File: config.mk
export PLATFORM = sky130hd
export DESIGN_NAME = rms_meter_with_offset_tracking_unit
export DESIGN_NICKNAME = d
export VERILOG_FILES = /design/src/rtl/rms_ot_pkg.sv /design/src/rtl/rms_meter_with_offset_tracking_unit.sv
export SDC_FILE = /design/constraint.sdc
export NUM_CORES = 1
export LEC_CHECK = 0
export BUFFER_PORTS_ARGS = -buffer_cell sky130_fd_sc_hd__buf_2
export CAP_MARGIN = 5
export CORE_ASPECT_RATIO = 1.2
export CORE_MARGIN = 2
export CORE_UTILIZATION = 40
export DETAILED_ROUTE_END_ITERATION = 8
export PLACE_DENSITY = 0.6
export REMOVE_ABC_BUFFERS = 1
export SETUP_SLACK_MARGIN = 0.3
export SLEW_MARGIN = 20
export SYNTH_ARGS = -nofsm -noshare
export SYNTH_HDL_FRONTEND = slang
export SYNTH_SLANG_ARGS = --single-unit
File: constraint.sdc
create_clock -name i_clk -period 11 [get_ports i_clk]
set_input_delay 0.55 -clock i_clk [delete_from_list [all_inputs] [get_ports i_clk]]
set_output_delay 0.55 -clock i_clk [all_outputs]
set_load 0.1 [all_outputs]
File: src/rtl/rms_ot_pkg.sv
`timescale 1ns / 1ps
// ----------------------------------------------------------------------------
// rms_ot_pkg : constants for the RMS meter with offset tracking
// Fixed-point formats, window counter widths and iteration counts.
// ----------------------------------------------------------------------------
package rms_ot_pkg;

    localparam int SAMPLE_BITS  = 10;
    localparam int OFFSET_SHIFT = 10;
    localparam int FRAC_BITS    = 16;
    localparam int DIFF_FRAC    = 8;

    // offset: SAMPLE_BITS.FRAC_BITS unsigned
    localparam int OFF_W  = SAMPLE_BITS + FRAC_BITS;
    // signed difference sample - offset
    localparam int D_W    = OFF_W + 1;
    // difference truncated to DIFF_FRAC fractional bits, and its magnitude
    localparam int D8_W   = D_W - (FRAC_BITS - DIFF_FRAC);
    localparam int MAG_W  = D8_W;
    localparam int SQ_W   = 2 * MAG_W;

    localparam int SUM_W  = 56;
    localparam int CNT_W  = 16;
    localparam int N_W    = CNT_W + 1;
    localparam int RMS_W  = 10;

    localparam logic [OFF_W-1:0] OFFSET_START = OFF_W'(512) << FRAC_BITS;
    localparam logic [CNT_W-1:0] COUNT_RESET  = CNT_W'(1000);
    localparam logic [RMS_W-1:0] RMS_MAX      = {RMS_W{1'b1}};

    // restoring divide: one quotient bit per step
    localparam int DIV_STEPS  = SUM_W;
    // digit-by-digit root: one root bit (two radicand bits) per step
    localparam int ROOT_W     = SUM_W / 2;
    localparam int SQRT_STEPS = ROOT_W;
    localparam int REM_W      = ROOT_W + 3;
    localparam int ITER_W     = $clog2(DIV_STEPS);

    // shared subtractor width
    localparam int ALU_W = (REM_W > N_W + 1) ? REM_W : N_W + 1;

endpackage

File: src/rtl/rms_meter_with_offset_tracking_unit.sv
`timescale 1ns / 1ps
// ----------------------------------------------------------------------------
// rms_meter_with_offset_tracking_unit : true RMS meter with DC offset removal
// Tracks the ADC offset with a first-order IIR, squares and sums the
// offset-free samples and emits the integer RMS at the end of each window.
// ----------------------------------------------------------------------------
// Each accepted request carries one 10-bit ADC sample. The running offset
// (start 512.0, 16 fractional bits, kept across windows) moves by
// (sample - offset)/1024, the new offset is subtracted, the difference is cut
// to 8 fractional bits, squared and added to a 56-bit sum. When the number of
// samples taken reaches i_cfg_sample_count (0 acts as 1) the block emits
// floor(sqrt(sum / n)) saturated to 1023, where n is the number of samples
// actually summed, and clears the sum and the count. The input takes one
// request only while o_stall is low: a sample that does not close a window
// runs the offset update, offset removal, square and sum states before the
// next can be taken; a sample that closes a window also runs 56 divide
// steps, 28 root steps and the result load, since the divide and the square
// root each run one bit per cycle through a single shared subtractor. The
// result sits in an output register, so a new sample is taken while it
// waits; the result load waits only if the previous result has not yet
// been taken. The window length register is written through its own
// valid/ready port that is always ready; write it only while the block is
// idle. Reset is synchronous and needs no clearing pass.
// ----------------------------------------------------------------------------
module rms_meter_with_offset_tracking_unit (
    input  logic                               i_clk,
    input  logic                               i_rst_n,
    // sample channel
    input  logic                               i_valid,
    output logic                               o_stall,
    input  logic [rms_ot_pkg::SAMPLE_BITS-1:0] i_sample,
    // result channel
    output logic                               o_valid,
    input  logic                               i_stall,
    output logic [rms_ot_pkg::RMS_W-1:0]       o_rms_value,
    // window length register
    input  logic                               i_cfg_valid,
    output logic                               o_cfg_ready,
    input  logic [rms_ot_pkg::CNT_W-1:0]       i_cfg_sample_count
);

    typedef enum logic [7:0] {
        ST_IDLE = 8'b0000_0001,
        ST_FILT = 8'b0000_0010,  // offset update
        ST_DIFF = 8'b0000_0100,  // offset removal, truncation, magnitude
        ST_MUL  = 8'b0000_1000,  // square
        ST_ACC  = 8'b0001_0000,  // sum and window check
        ST_DIV  = 8'b0010_0000,  // sum / n, one bit per cycle
        ST_SQRT = 8'b0100_0000,  // root, one bit per cycle
        ST_FIN  = 8'b1000_0000   // load result register
    } t_state;

    t_state                                 r_state,    n_state;
    logic [rms_ot_pkg::CNT_W-1:0]           r_cfg_cnt,  n_cfg_cnt;
    logic [rms_ot_pkg::SAMPLE_BITS-1:0]     r_smp,      n_smp;
    logic [rms_ot_pkg::OFF_W-1:0]           r_offset,   n_offset;
    logic [rms_ot_pkg::MAG_W-1:0]           r_mag,      n_mag;
    logic [rms_ot_pkg::SQ_W-1:0]            r_sq,       n_sq;
    logic [rms_ot_pkg::SUM_W-1:0]           r_sum,      n_sum;
    logic [rms_ot_pkg::CNT_W-1:0]           r_count,    n_count;
    logic [rms_ot_pkg::N_W-1:0]             r_div_n,    n_div_n;
    // dividend/quotient, then radicand, shifted left one or two bits a step
    logic [rms_ot_pkg::SUM_W-1:0]           r_work,     n_work;
    logic [rms_ot_pkg::REM_W-1:0]           r_rem,      n_rem;
    logic [rms_ot_pkg::ROOT_W-1:0]          r_root,     n_root;
    logic [rms_ot_pkg::ITER_W-1:0]          r_iter,     n_iter;
    logic                                   r_out_valid, n_out_valid;
    logic [rms_ot_pkg::RMS_W-1:0]           r_rms,      n_rms;

    // datapath terms
    logic [rms_ot_pkg::OFF_W-1:0]           scaled;
    logic signed [rms_ot_pkg::D_W-1:0]      d_filt, step, d_rem, d_shr;
    logic signed [rms_ot_pkg::D8_W-1:0]     d8;
    logic [rms_ot_pkg::N_W-1:0]             n_taken, limit;
    logic [rms_ot_pkg::SUM_W-1:0]           sum_new;

    // shared subtractor
    logic [rms_ot_pkg::ALU_W-1:0]           alu_a, alu_b;
    logic [rms_ot_pkg::ALU_W:0]             alu_diff;
    logic                                   alu_ge;
    logic [rms_ot_pkg::N_W:0]               div_sh;
    logic [rms_ot_pkg::REM_W-1:0]           sqrt_sh;

    assign scaled  = {r_smp, {rms_ot_pkg::FRAC_BITS{1'b0}}};
    assign d_filt  = $signed({1'b0, scaled}) - $signed({1'b0, r_offset});
    assign step    = d_filt >>> rms_ot_pkg::OFFSET_SHIFT;
    assign d_rem   = $signed({1'b0, scaled}) - $signed({1'b0, r_offset});
    assign d_shr   = d_rem >>> (rms_ot_pkg::FRAC_BITS - rms_ot_pkg::DIFF_FRAC);
    assign d8      = d_shr[rms_ot_pkg::D8_W-1:0];

    assign n_taken = {1'b0, r_count} + rms_ot_pkg::N_W'(1);
    assign limit   = (r_cfg_cnt == '0) ? rms_ot_pkg::N_W'(1) : {1'b0, r_cfg_cnt};
    assign sum_new = r_sum + rms_ot_pkg::SUM_W'(r_sq);

    // next partial remainders for the two iterations
    assign div_sh  = {r_rem[rms_ot_pkg::N_W-1:0], r_work[rms_ot_pkg::SUM_W-1]};
    assign sqrt_sh = {r_rem[rms_ot_pkg::REM_W-3:0],
                      r_work[rms_ot_pkg::SUM_W-1 -: 2]};

    always_comb begin
        if (r_state == ST_SQRT) begin
            alu_a = rms_ot_pkg::ALU_W'(sqrt_sh);
            alu_b = rms_ot_pkg::ALU_W'({r_root, 2'b01});
        end else begin
            alu_a = rms_ot_pkg::ALU_W'(div_sh);
            alu_b = rms_ot_pkg::ALU_W'(r_div_n);
        end
    end

    assign alu_diff = {1'b0, alu_a} - {1'b0, alu_b};
    assign alu_ge   = ~alu_diff[rms_ot_pkg::ALU_W];

    always_comb begin
        n_state     = r_state;
        n_cfg_cnt   = r_cfg_cnt;
        n_smp       = r_smp;
        n_offset    = r_offset;
        n_mag       = r_mag;
        n_sq        = r_sq;
        n_sum       = r_sum;
        n_count     = r_count;
        n_div_n     = r_div_n;
        n_work      = r_work;
        n_rem       = r_rem;
        n_root      = r_root;
        n_iter      = r_iter;
        n_out_valid = r_out_valid;
        n_rms       = r_rms;

        if (i_cfg_valid) begin
            n_cfg_cnt = i_cfg_sample_count;
        end

        // result taken
        if (r_out_valid && !i_stall) begin
            n_out_valid = 1'b0;
        end

        unique case (r_state)
            ST_IDLE: begin
                if (i_valid) begin
                    n_smp   = i_sample;
                    n_state = ST_FILT;
                end
            end
            ST_FILT: begin
                n_offset = r_offset + step[rms_ot_pkg::OFF_W-1:0];
                n_state  = ST_DIFF;
            end
            ST_DIFF: begin
                n_mag   = d8[rms_ot_pkg::D8_W-1] ? rms_ot_pkg::MAG_W'(-d8)
                                                 : rms_ot_pkg::MAG_W'(d8);
                n_state = ST_MUL;
            end
            ST_MUL: begin
                n_sq    = rms_ot_pkg::SQ_W'(r_mag) * rms_ot_pkg::SQ_W'(r_mag);
                n_state = ST_ACC;
            end
            ST_ACC: begin
                if (n_taken >= limit) begin
                    n_work  = sum_new;
                    n_div_n = n_taken;
                    n_rem   = '0;
                    n_iter  = '0;
                    n_sum   = '0;
                    n_count = '0;
                    n_state = ST_DIV;
                end else begin
                    n_sum   = sum_new;
                    n_count = n_taken[rms_ot_pkg::CNT_W-1:0];
                    n_state = ST_IDLE;
                end
            end
            ST_DIV: begin
                n_rem  = alu_ge ? rms_ot_pkg::REM_W'(alu_diff[rms_ot_pkg::N_W:0])
                                : rms_ot_pkg::REM_W'(div_sh);
                n_work = {r_work[rms_ot_pkg::SUM_W-2:0], alu_ge};
                n_iter = r_iter + rms_ot_pkg::ITER_W'(1);
                if (r_iter == rms_ot_pkg::ITER_W'(rms_ot_pkg::DIV_STEPS - 1)) begin
                    n_rem   = '0;
                    n_root  = '0;
                    n_iter  = '0;
                    n_state = ST_SQRT;
                end
            end
            ST_SQRT: begin
                n_rem  = alu_ge ? alu_diff[rms_ot_pkg::REM_W-1:0] : sqrt_sh;
                n_root = {r_root[rms_ot_pkg::ROOT_W-2:0], alu_ge};
                n_work = {r_work[rms_ot_pkg::SUM_W-3:0], 2'b00};
                n_iter = r_iter + rms_ot_pkg::ITER_W'(1);
                if (r_iter == rms_ot_pkg::ITER_W'(rms_ot_pkg::SQRT_STEPS - 1)) begin
                    n_state = ST_FIN;
                end
            end
            ST_FIN: begin
                // wait for room in the output register
                if (!r_out_valid || !i_stall) begin
                    n_out_valid = 1'b1;
                    if (|r_root[rms_ot_pkg::ROOT_W-1:rms_ot_pkg::DIFF_FRAC+rms_ot_pkg::RMS_W])
                    begin
                        n_rms = rms_ot_pkg::RMS_MAX;
                    end else begin
                        n_rms = r_root[rms_ot_pkg::DIFF_FRAC +: rms_ot_pkg::RMS_W];
                    end
                    n_state = ST_IDLE;
                end
            end
            default: begin
                n_state = ST_IDLE;
            end
        endcase
    end

    always_ff @(posedge i_clk) begin
        if (!i_rst_n) begin
            r_state     <= ST_IDLE;
            r_cfg_cnt   <= rms_ot_pkg::COUNT_RESET;
            r_offset    <= rms_ot_pkg::OFFSET_START;
            r_sum       <= '0;
            r_count     <= '0;
            r_out_valid <= 1'b0;
        end else begin
            r_state     <= n_state;
            r_cfg_cnt   <= n_cfg_cnt;
            r_offset    <= n_offset;
            r_sum       <= n_sum;
            r_count     <= n_count;
            r_out_valid <= n_out_valid;
        end
    end

    always_ff @(posedge i_clk) begin
        r_smp   <= n_smp;
        r_mag   <= n_mag;
        r_sq    <= n_sq;
        r_div_n <= n_div_n;
        r_work  <= n_work;
        r_rem   <= n_rem;
        r_root  <= n_root;
        r_iter  <= n_iter;
        r_rms   <= n_rms;
    end

    assign o_stall     = (r_state != ST_IDLE);
    assign o_valid     = r_out_valid;
    assign o_rms_value = r_rms;
    assign o_cfg_ready = 1'b1;

`ifndef SYNTHESIS
    // an accepted sample starts the offset update
    a_accept_filt: assert property (@(posedge i_clk) disable iff (!i_rst_n)
        (i_valid && !o_stall) |=> (r_state == ST_FILT))
        else $error("accepted sample did not start processing");

    // a new result only comes from the result load state
    a_out_src: assert property (@(posedge i_clk) disable iff (!i_rst_n)
        $rose(o_valid) |-> ($past(r_state) == ST_FIN))
        else $error("result valid without a finished window");

    // restoring divide keeps the partial remainder below the divisor
    a_div_rem: assert property (@(posedge i_clk) disable iff (!i_rst_n)
        (r_state == ST_DIV) |-> (rms_ot_pkg::ALU_W'(r_rem) < rms_ot_pkg::ALU_W'(r_div_n)))
        else $error("divide remainder out of range");

    // root remainder never exceeds twice the partial root
    a_sqrt_rem: assert property (@(posedge i_clk) disable iff (!i_rst_n)
        (r_state == ST_SQRT) |->
            (rms_ot_pkg::ALU_W'(r_rem) <= rms_ot_pkg::ALU_W'({r_root, 1'b0})))
        else $error("root remainder out of range");
`endif

endmodule

==> reports/metrics.yaml, run 1 <==
synthCells: 3268
yosys.area.top_type: "edfxtp_1"
synth.top_cell.area_share_pct: 21.2
dp_hpwl_microns: 52000
synth_top_flop_cell: "edfxtp_1"
synth-edff-count: 212
reg2reg_depth: 22
grt_pass1_vias: 23003
grt_pass1_wl_microns: 115000
coreArea_sq_um: 74700
skew_ns: 0.0312
cts_buffer_depth: 3
period_needed_ns: 7.31
yosys_warnings: 0
postCtsSetupBuffers: 0
cp-start-kind: "flop"
initial_utilization_pct: 40.2
rows: 110
numCtsBuffers: 41
synth-seq-cells: 335
holdPathStages: 1
crit_path_max_fanout: 21
io_buffers: 42
cp_data_arrival_time_ns: 7.61
cellPowerDensity_nw_per_um2: 132
dieArea_sq_um: 77300
h-tree-depth: 2
post-route-util_pct: 43.7
slew_headroom_pct: 31.5
vdd_drop_max_mv: 0.117
wirelength_microns: 68100
worstMarginPinSlew_ns: 1.03
clk_latency_ns: 0.59
critPathKind: "flop to flop"
yosysSeqAreaShare_pct: 29.4
min_path_type: "primary input to flop"
io_pins: 44
antenna_cells: 0
vias: 22097
die_h_microns: 304
p_leak_nw: 14.5
finalSetupViolCount: 0
drv_slew: 0
drt-initial-drc-count: 1007
drc: 0
hold_viol: 0
period_share_pct: 66.4
syn_to_final_growth_pct: 8.72
via_per_inst: 5.15
place_congestion: 0.883
synthDistinctLibCells: 91
cts_resized: 0
max_freq_ghz: 0.137
cap_violations: 0
cts_hold_buffers: 0
clkTransAtPathRegs_ns: 0.06
grt_use_total_pct: 17.9
finalSetupTns_ns: 0
drive_above_1_share_pct: 6.01
grt_max_degree: 74
clockRootBuffer: "clkbuf_16"
fp.dieW_microns: 254
syn_area_per_cell_sq_um: 9.19
antenna_found_initial: 0
gr-total-overflow: 0
first_pass_iters: 5
rsz0062_at_grt: "no"
drtAntennaViolNets: 0
wl_per_cell_microns: 15.9
cts_sinks: 335
worstPathRequired_ns: 11.31
cts_tree: "done"
fillers: 7279
status: "finished clean"
synth_area_sq_um: 30000
ys_top_cells_by_area: "edfxtp_1 (21%), fa_1 (17%), ha_1 (10%)"
crit_path_end_kind: "flop"
nets: 3774
async_flop_share_pct: 0
[per-layer routing]
layer | global-route usage, % | part of all wire, % | vias up
li1 | - | - | 11016
met1 | 22.2 | 44 | 10688
met2 | 32.4 | 51 | 292
met3 | 1.79 | 2.6 | 101
met4 | 5.84 | 2.9 | 0
met5 | 0 | 0 | -
[cell type report]
| cell class | instances | area (sq um) | share of cell area (%) |
|---|---|---|---|
| inverter | 464 | 1740 | 5.33 |
| tap | 1008 | 1260 | 3.86 |
| timing repair buffer | 63 | 388 | 1.19 |
| sequential | 335 | 8830 | 27.0 |
| multi-input combinational | 2341 | 19000 | 58.1 |
| clock inverter | 17 | 201 | 0.617 |
| clock buffer | 59 | 1260 | 3.86 |
[where the power goes]
group / leakage (nW) / total [mW] / switching [mW] / internal (mW)
Sequential: 2.83 / 1.44 / 0.0235 / 1.41
Combinational: 10.9 / 1.43 / 0.844 / 0.590
Clock: 0.721 / 1.44 / 0.584 / 0.860
[critical path, stage by stage (launching register included)]
cell,delay [ns]
edfxtp_1,0.94
nand2_1,0.22
inv_1,0.14
fa_1,0.44
fa_1,0.51
inv_1,0.05
fa_1,0.53
inv_1,0.05
fa_1,0.47
fa_1,0.49
inv_1,0.05
fa_1,0.53
inv_1,0.05
ha_1,0.34
or2_2,0.32
o211ai_2,0.11
a41oi_1,0.25
o31ai_1,0.43
a21oi_1,0.19
a221oi_2,0.42
o21ai_2,0.13
a221oi_2,0.28
xnor2_1,0.11
[synth_stat cells (4+ instances only)]
library cell and n:
a22oi_1 68, nor3_1 34, or2_2 23, inv_1 462, nor2_1 193, fa_1 252
o31a_1 5, o21ai_1 10, nand4_1 19, mux2i_1 19, nand3b_1 17, xor2_1 83
o21ai_0 156, and3_1 28, a21o_1 75, edfxtp_1 212, or3_1 13, nor2_2 5
o211ai_1 18, xnor2_1 104, ha_1 245, o21bai_1 20, dfxtp_1 123, nor2b_1 23
or4_1 4, and4_1 6, and2_1 109, nor3b_1 4, a21oi_1 194, nand2_1 351
a221oi_1 6, o31ai_1 14, buf_2 12, o22ai_1 13, o21a_1 23, a22o_1 5
nand3_1 52, a211oi_1 14, nand2b_1 14, a221oi_2 4, a31oi_1 28, clkbuf_1 108
a41oi_1 10, nor4_1 14
[flip-flops by register name, summed over array words and instances, names as in the netlist]
register and cells:
o_rms_value 10, o_valid 1, r_cfg_cnt 16, r_count 16
r_div_n 17, r_iter 6, r_mag 19, r_offset 26
r_rem 29, r_root 28, r_smp 10, r_sq 37
r_state 8, r_sum 56, r_work 56
[cells in the final DEF, fill, tap and decap left out, types with 23 or more instances in the layout]
cell,n
a21o_1,75
a21oi_1,192
a22oi_1,68
a31oi_1,28
and2_1,109
and3_1,28
buf_2,42
clkbuf_16,47
dfxtp_1,123
edfxtp_1,212
fa_1,252
ha_1,245
inv_1,462
nand2_1,351
nand3_1,52
nor2_1,191
nor2b_1,23
nor3_1,34
o21a_1,23
o21ai_0,156
or2_2,23
xnor2_1,104
xor2_1,83
[through the flow]
stage                     cells  power [mW]  hold slack (ns)  setup WS [ns]  area (sq um)
final                      4287        4.32            0.149           3.69         32700
after global routing       4287        4.59            0.123           3.27         32700
after CTS                  4286        4.37            0.111           3.72         32600
after detailed placement   4210        2.90            0.451           3.74         31200
after global placement     4210        2.89            0.441           3.88         31200
after floorplan            3140        2.57            0.429           2.06         29500
[final timing paths]
check                           to             startpoint  slack [ns]
max             r_sq[37]$_DFFE_PP_     r_mag[9]$_DFFE_PP_        3.69
min             r_smp[8]$_DFFE_PP_            i_sample[8]        0.15
max reg2reg     r_sq[37]$_DFFE_PP_     r_mag[9]$_DFFE_PP_        3.69
min reg2reg  r_sum[0]$_SDFFE_PN0N_  r_sum[0]$_SDFFE_PN0N_        0.46
[kinds of logic after synthesis]
logic type	after synthesis	share of synthesized area (%)
flip-flops	335	29.4
adder cells (fa/ha/maj)	497	27.0
AND/OR/NAND/NOR	926	14.8
multiplexers	20	0.671
other	1	0.0125
XOR/XNOR	187	5.45
buffers and inverters	592	7.53
AO/OA/AOI/OAI	710	15.1
Power figures use the tool's default switching activity.
==> run 2: changes to the inputs <==
--- a/config.mk
+++ b/config.mk
@@ -11,7 +11,7 @@
 export CORE_MARGIN = 2
 export CORE_UTILIZATION = 40
 export DETAILED_ROUTE_END_ITERATION = 8
-export PLACE_DENSITY = 0.6
+export PLACE_DENSITY = 0.62
 export REMOVE_ABC_BUFFERS = 1
 export SETUP_SLACK_MARGIN = 0.3
 export SLEW_MARGIN = 20
==> constraint.sdc (replaced) <==
create_clock -name i_clk -period 6.26 [get_ports i_clk]
set_input_delay 0.313 -clock i_clk [delete_from_list [all_inputs] [get_ports i_clk]]
set_output_delay 0.313 -clock i_clk [all_outputs]
set_load 0.1 [all_outputs]
==> run 2 against run 1 <==
Register-to-register slack got worse by 3.6 ns; sequential share of layout area down 2.2 points; global-route usage grew 0.77 points.
==> reports/metrics.yaml, run 2 (same netlist as run 1, synthesis figures left out) <==
worstPathRequired_ns: 6.58
dp_hpwl_microns: 54500
cts_tree: "done"
h-tree-depth: 2
via_per_inst: 5.10
totalPowerFinal_mw: 8.59
cp-start-kind: "flop"
drv_slew: 0
drtAntennaViolNets: 0
slew_headroom_pct: 29.1
design_area_sq_um: 35500
coreArea_sq_um: 74700
crit_path_max_fanout: 8
initial_utilization_pct: 40.2
slowest_stage: "fa_2"
cp_data_arrival_time_ns: 6.53
finalSetupViolCount: 0
cts_buffer_depth: 3
dieArea_sq_um: 77300
crit_family: "adder cells"
pre_cts_slack_ns: -0.311
grt_pass1_wl_microns: 119000
fillers: 7009
io_pins: 44
cp_num_buf_inv: 7
io_buffers: 42
crit_cells: 23
period_share_pct: 99.3
layout_setup_ws_ns: 0.0447
dpl_cell_area_sq_um: 32600
die_h_microns: 304
cts_sinks: 335
max_freq_ghz: 0.161
rsz0062_at_grt: "yes"
grt_pass1_vias: 24022
skew_ns: 0.0341
clkTransAtPathRegs_ns: 0.06
numCtsBuffers: 39
top_regs: "r_sum: 56 flops, r_work: 56 flops, r_sq: 37 flops"
vdd_drop_max_mv: 0.188
slowest_delay_ns: 0.55
grt_use_total_pct: 18.7
crit_path_end_kind: "flop"
place_congestion: 0.868
vias: 23177
holdPathStages: 2
layout_common_cells: "inv_1 (428), nand2_1 (326), fa_1 (235), ha_1 (223), edfxtp_1 (212)"
antenna_found_initial: 0
reg2reg_depth: 23
clockRootBuffer: "clkbuf_16"
first_pass_iters: 5
status: "finished clean"
clk_latency_ns: 0.59
cap_violations: 0
gr-total-overflow: 0
p_leak_nw: 15.8
syn_to_final_growth_pct: 18.1
period_needed_ns: 6.22
drt-initial-drc-count: 1036
cellPowerDensity_nw_per_um2: 242
crit_chain: "buf_6, buf_12, buf_8, fa_2, inv_1, fa_1, fa_1, fa_1, inv_1, fa_1, inv_1, fa_1, inv_2, ha_4, a21o_1, a21oi_2, nor2b_1, a2111o_1, and2_4, o41a_1, a31oi_1, a21oi_1, xor2_1"
min_path_type: "primary input to flop"
nets: 4036
drc: 0
drive_above_1_share_pct: 16.2
wl_per_cell_microns: 15.8
rows: 110
fp.dieW_microns: 254
final_common_cell: "inv_1"
antenna_cells: 0
grt_max_degree: 80
wirelength_microns: 71700
hold_viol: 0
worstMarginPinSlew_ns: 1.06
critPathKind: "flop to flop"
path_common_cell: "fa_1"
## run 2: changes by cell type in the layout (fill, tap and decap cells not counted), moves of 20 or more
cell / before / now
inv_1: 462 / 428
inv_2: 2 / 35
nand2_2: 1 / 22
buf_4: 20 / 197
ha_4: 0 / 20
buf_6: 0 / 53
nand2_1: 351 / 326
dlygate4sd3_1: 0 / 28
ha_1: 245 / 223
## run 2: cell type report
class | instances | area [sq um] | area share (%)
timing repair buffer | 327 | 2680 | 7.55
clock buffer | 48 | 1020 | 2.87
clock inverter | 24 | 314 | 0.885
tap | 1008 | 1260 | 3.55
multi-input combinational | 2341 | 19600 | 55.3
inverter | 464 | 1750 | 4.92
sequential | 335 | 8830 | 24.9
## run 2: per-layer routing
metal	up-vias	share of wire (%)	GRT usage, %
li1	11538	-	-
met1	11196	43	22.4
met4	0	3.1	6.10
met2	323	52	34.6
met3	120	2.6	2.01
met5	-	0	0
## run 2: worst paths after layout
kind / from / end / slack [ns]
setup / recovery: r_mag[7]$_DFFE_PP_ / r_sq[36]$_DFFE_PP_ / 0.04
hold / removal: i_rst_n / r_state[0]$_SDFFE_PN1P_ / 0.12
setup reg to reg: r_mag[7]$_DFFE_PP_ / r_sq[36]$_DFFE_PP_ / 0.04
hold reg to reg: r_sum[28]$_SDFFE_PN0N_ / r_sum[28]$_SDFFE_PN0N_ / 0.46
## run 2: stage by stage
step,utilization (%),std cells,hold WS [ns],setup TNS (ns)
floorplan,-,3140,0.385,-246.93
global placement,43.6,4393,0.440,-1.09
detailed placement,43.6,4393,0.451,-1.87
CTS,47.1,4541,0.0966,0
global route,47.5,4547,0.123,-0.910
finish,47.5,4547,0.123,0
## run 2: timing repair
| action | 4_1_cts | 5_1_grt |
|---|---|---|
| hold buffers | 28 | 0 |
| pin swaps | 153 | 44 |
| endpoints found under the setup margin | 17 | 15 |
| setup buffers | 48 | 6 |
| gates resized for setup | 173 | 63 |
| endpoints found under the hold margin | 28 | 0 |
## run 2: report_power, final
group | internal (mW) | total (mW) | switching [mW]
clock | 1.39 | 2.41 | 1.02
sequential | 2.49 | 2.52 | 0.0355
combinational | 1.81 | 3.66 | 1.86
total | 5.68 | 8.59 | 2.91
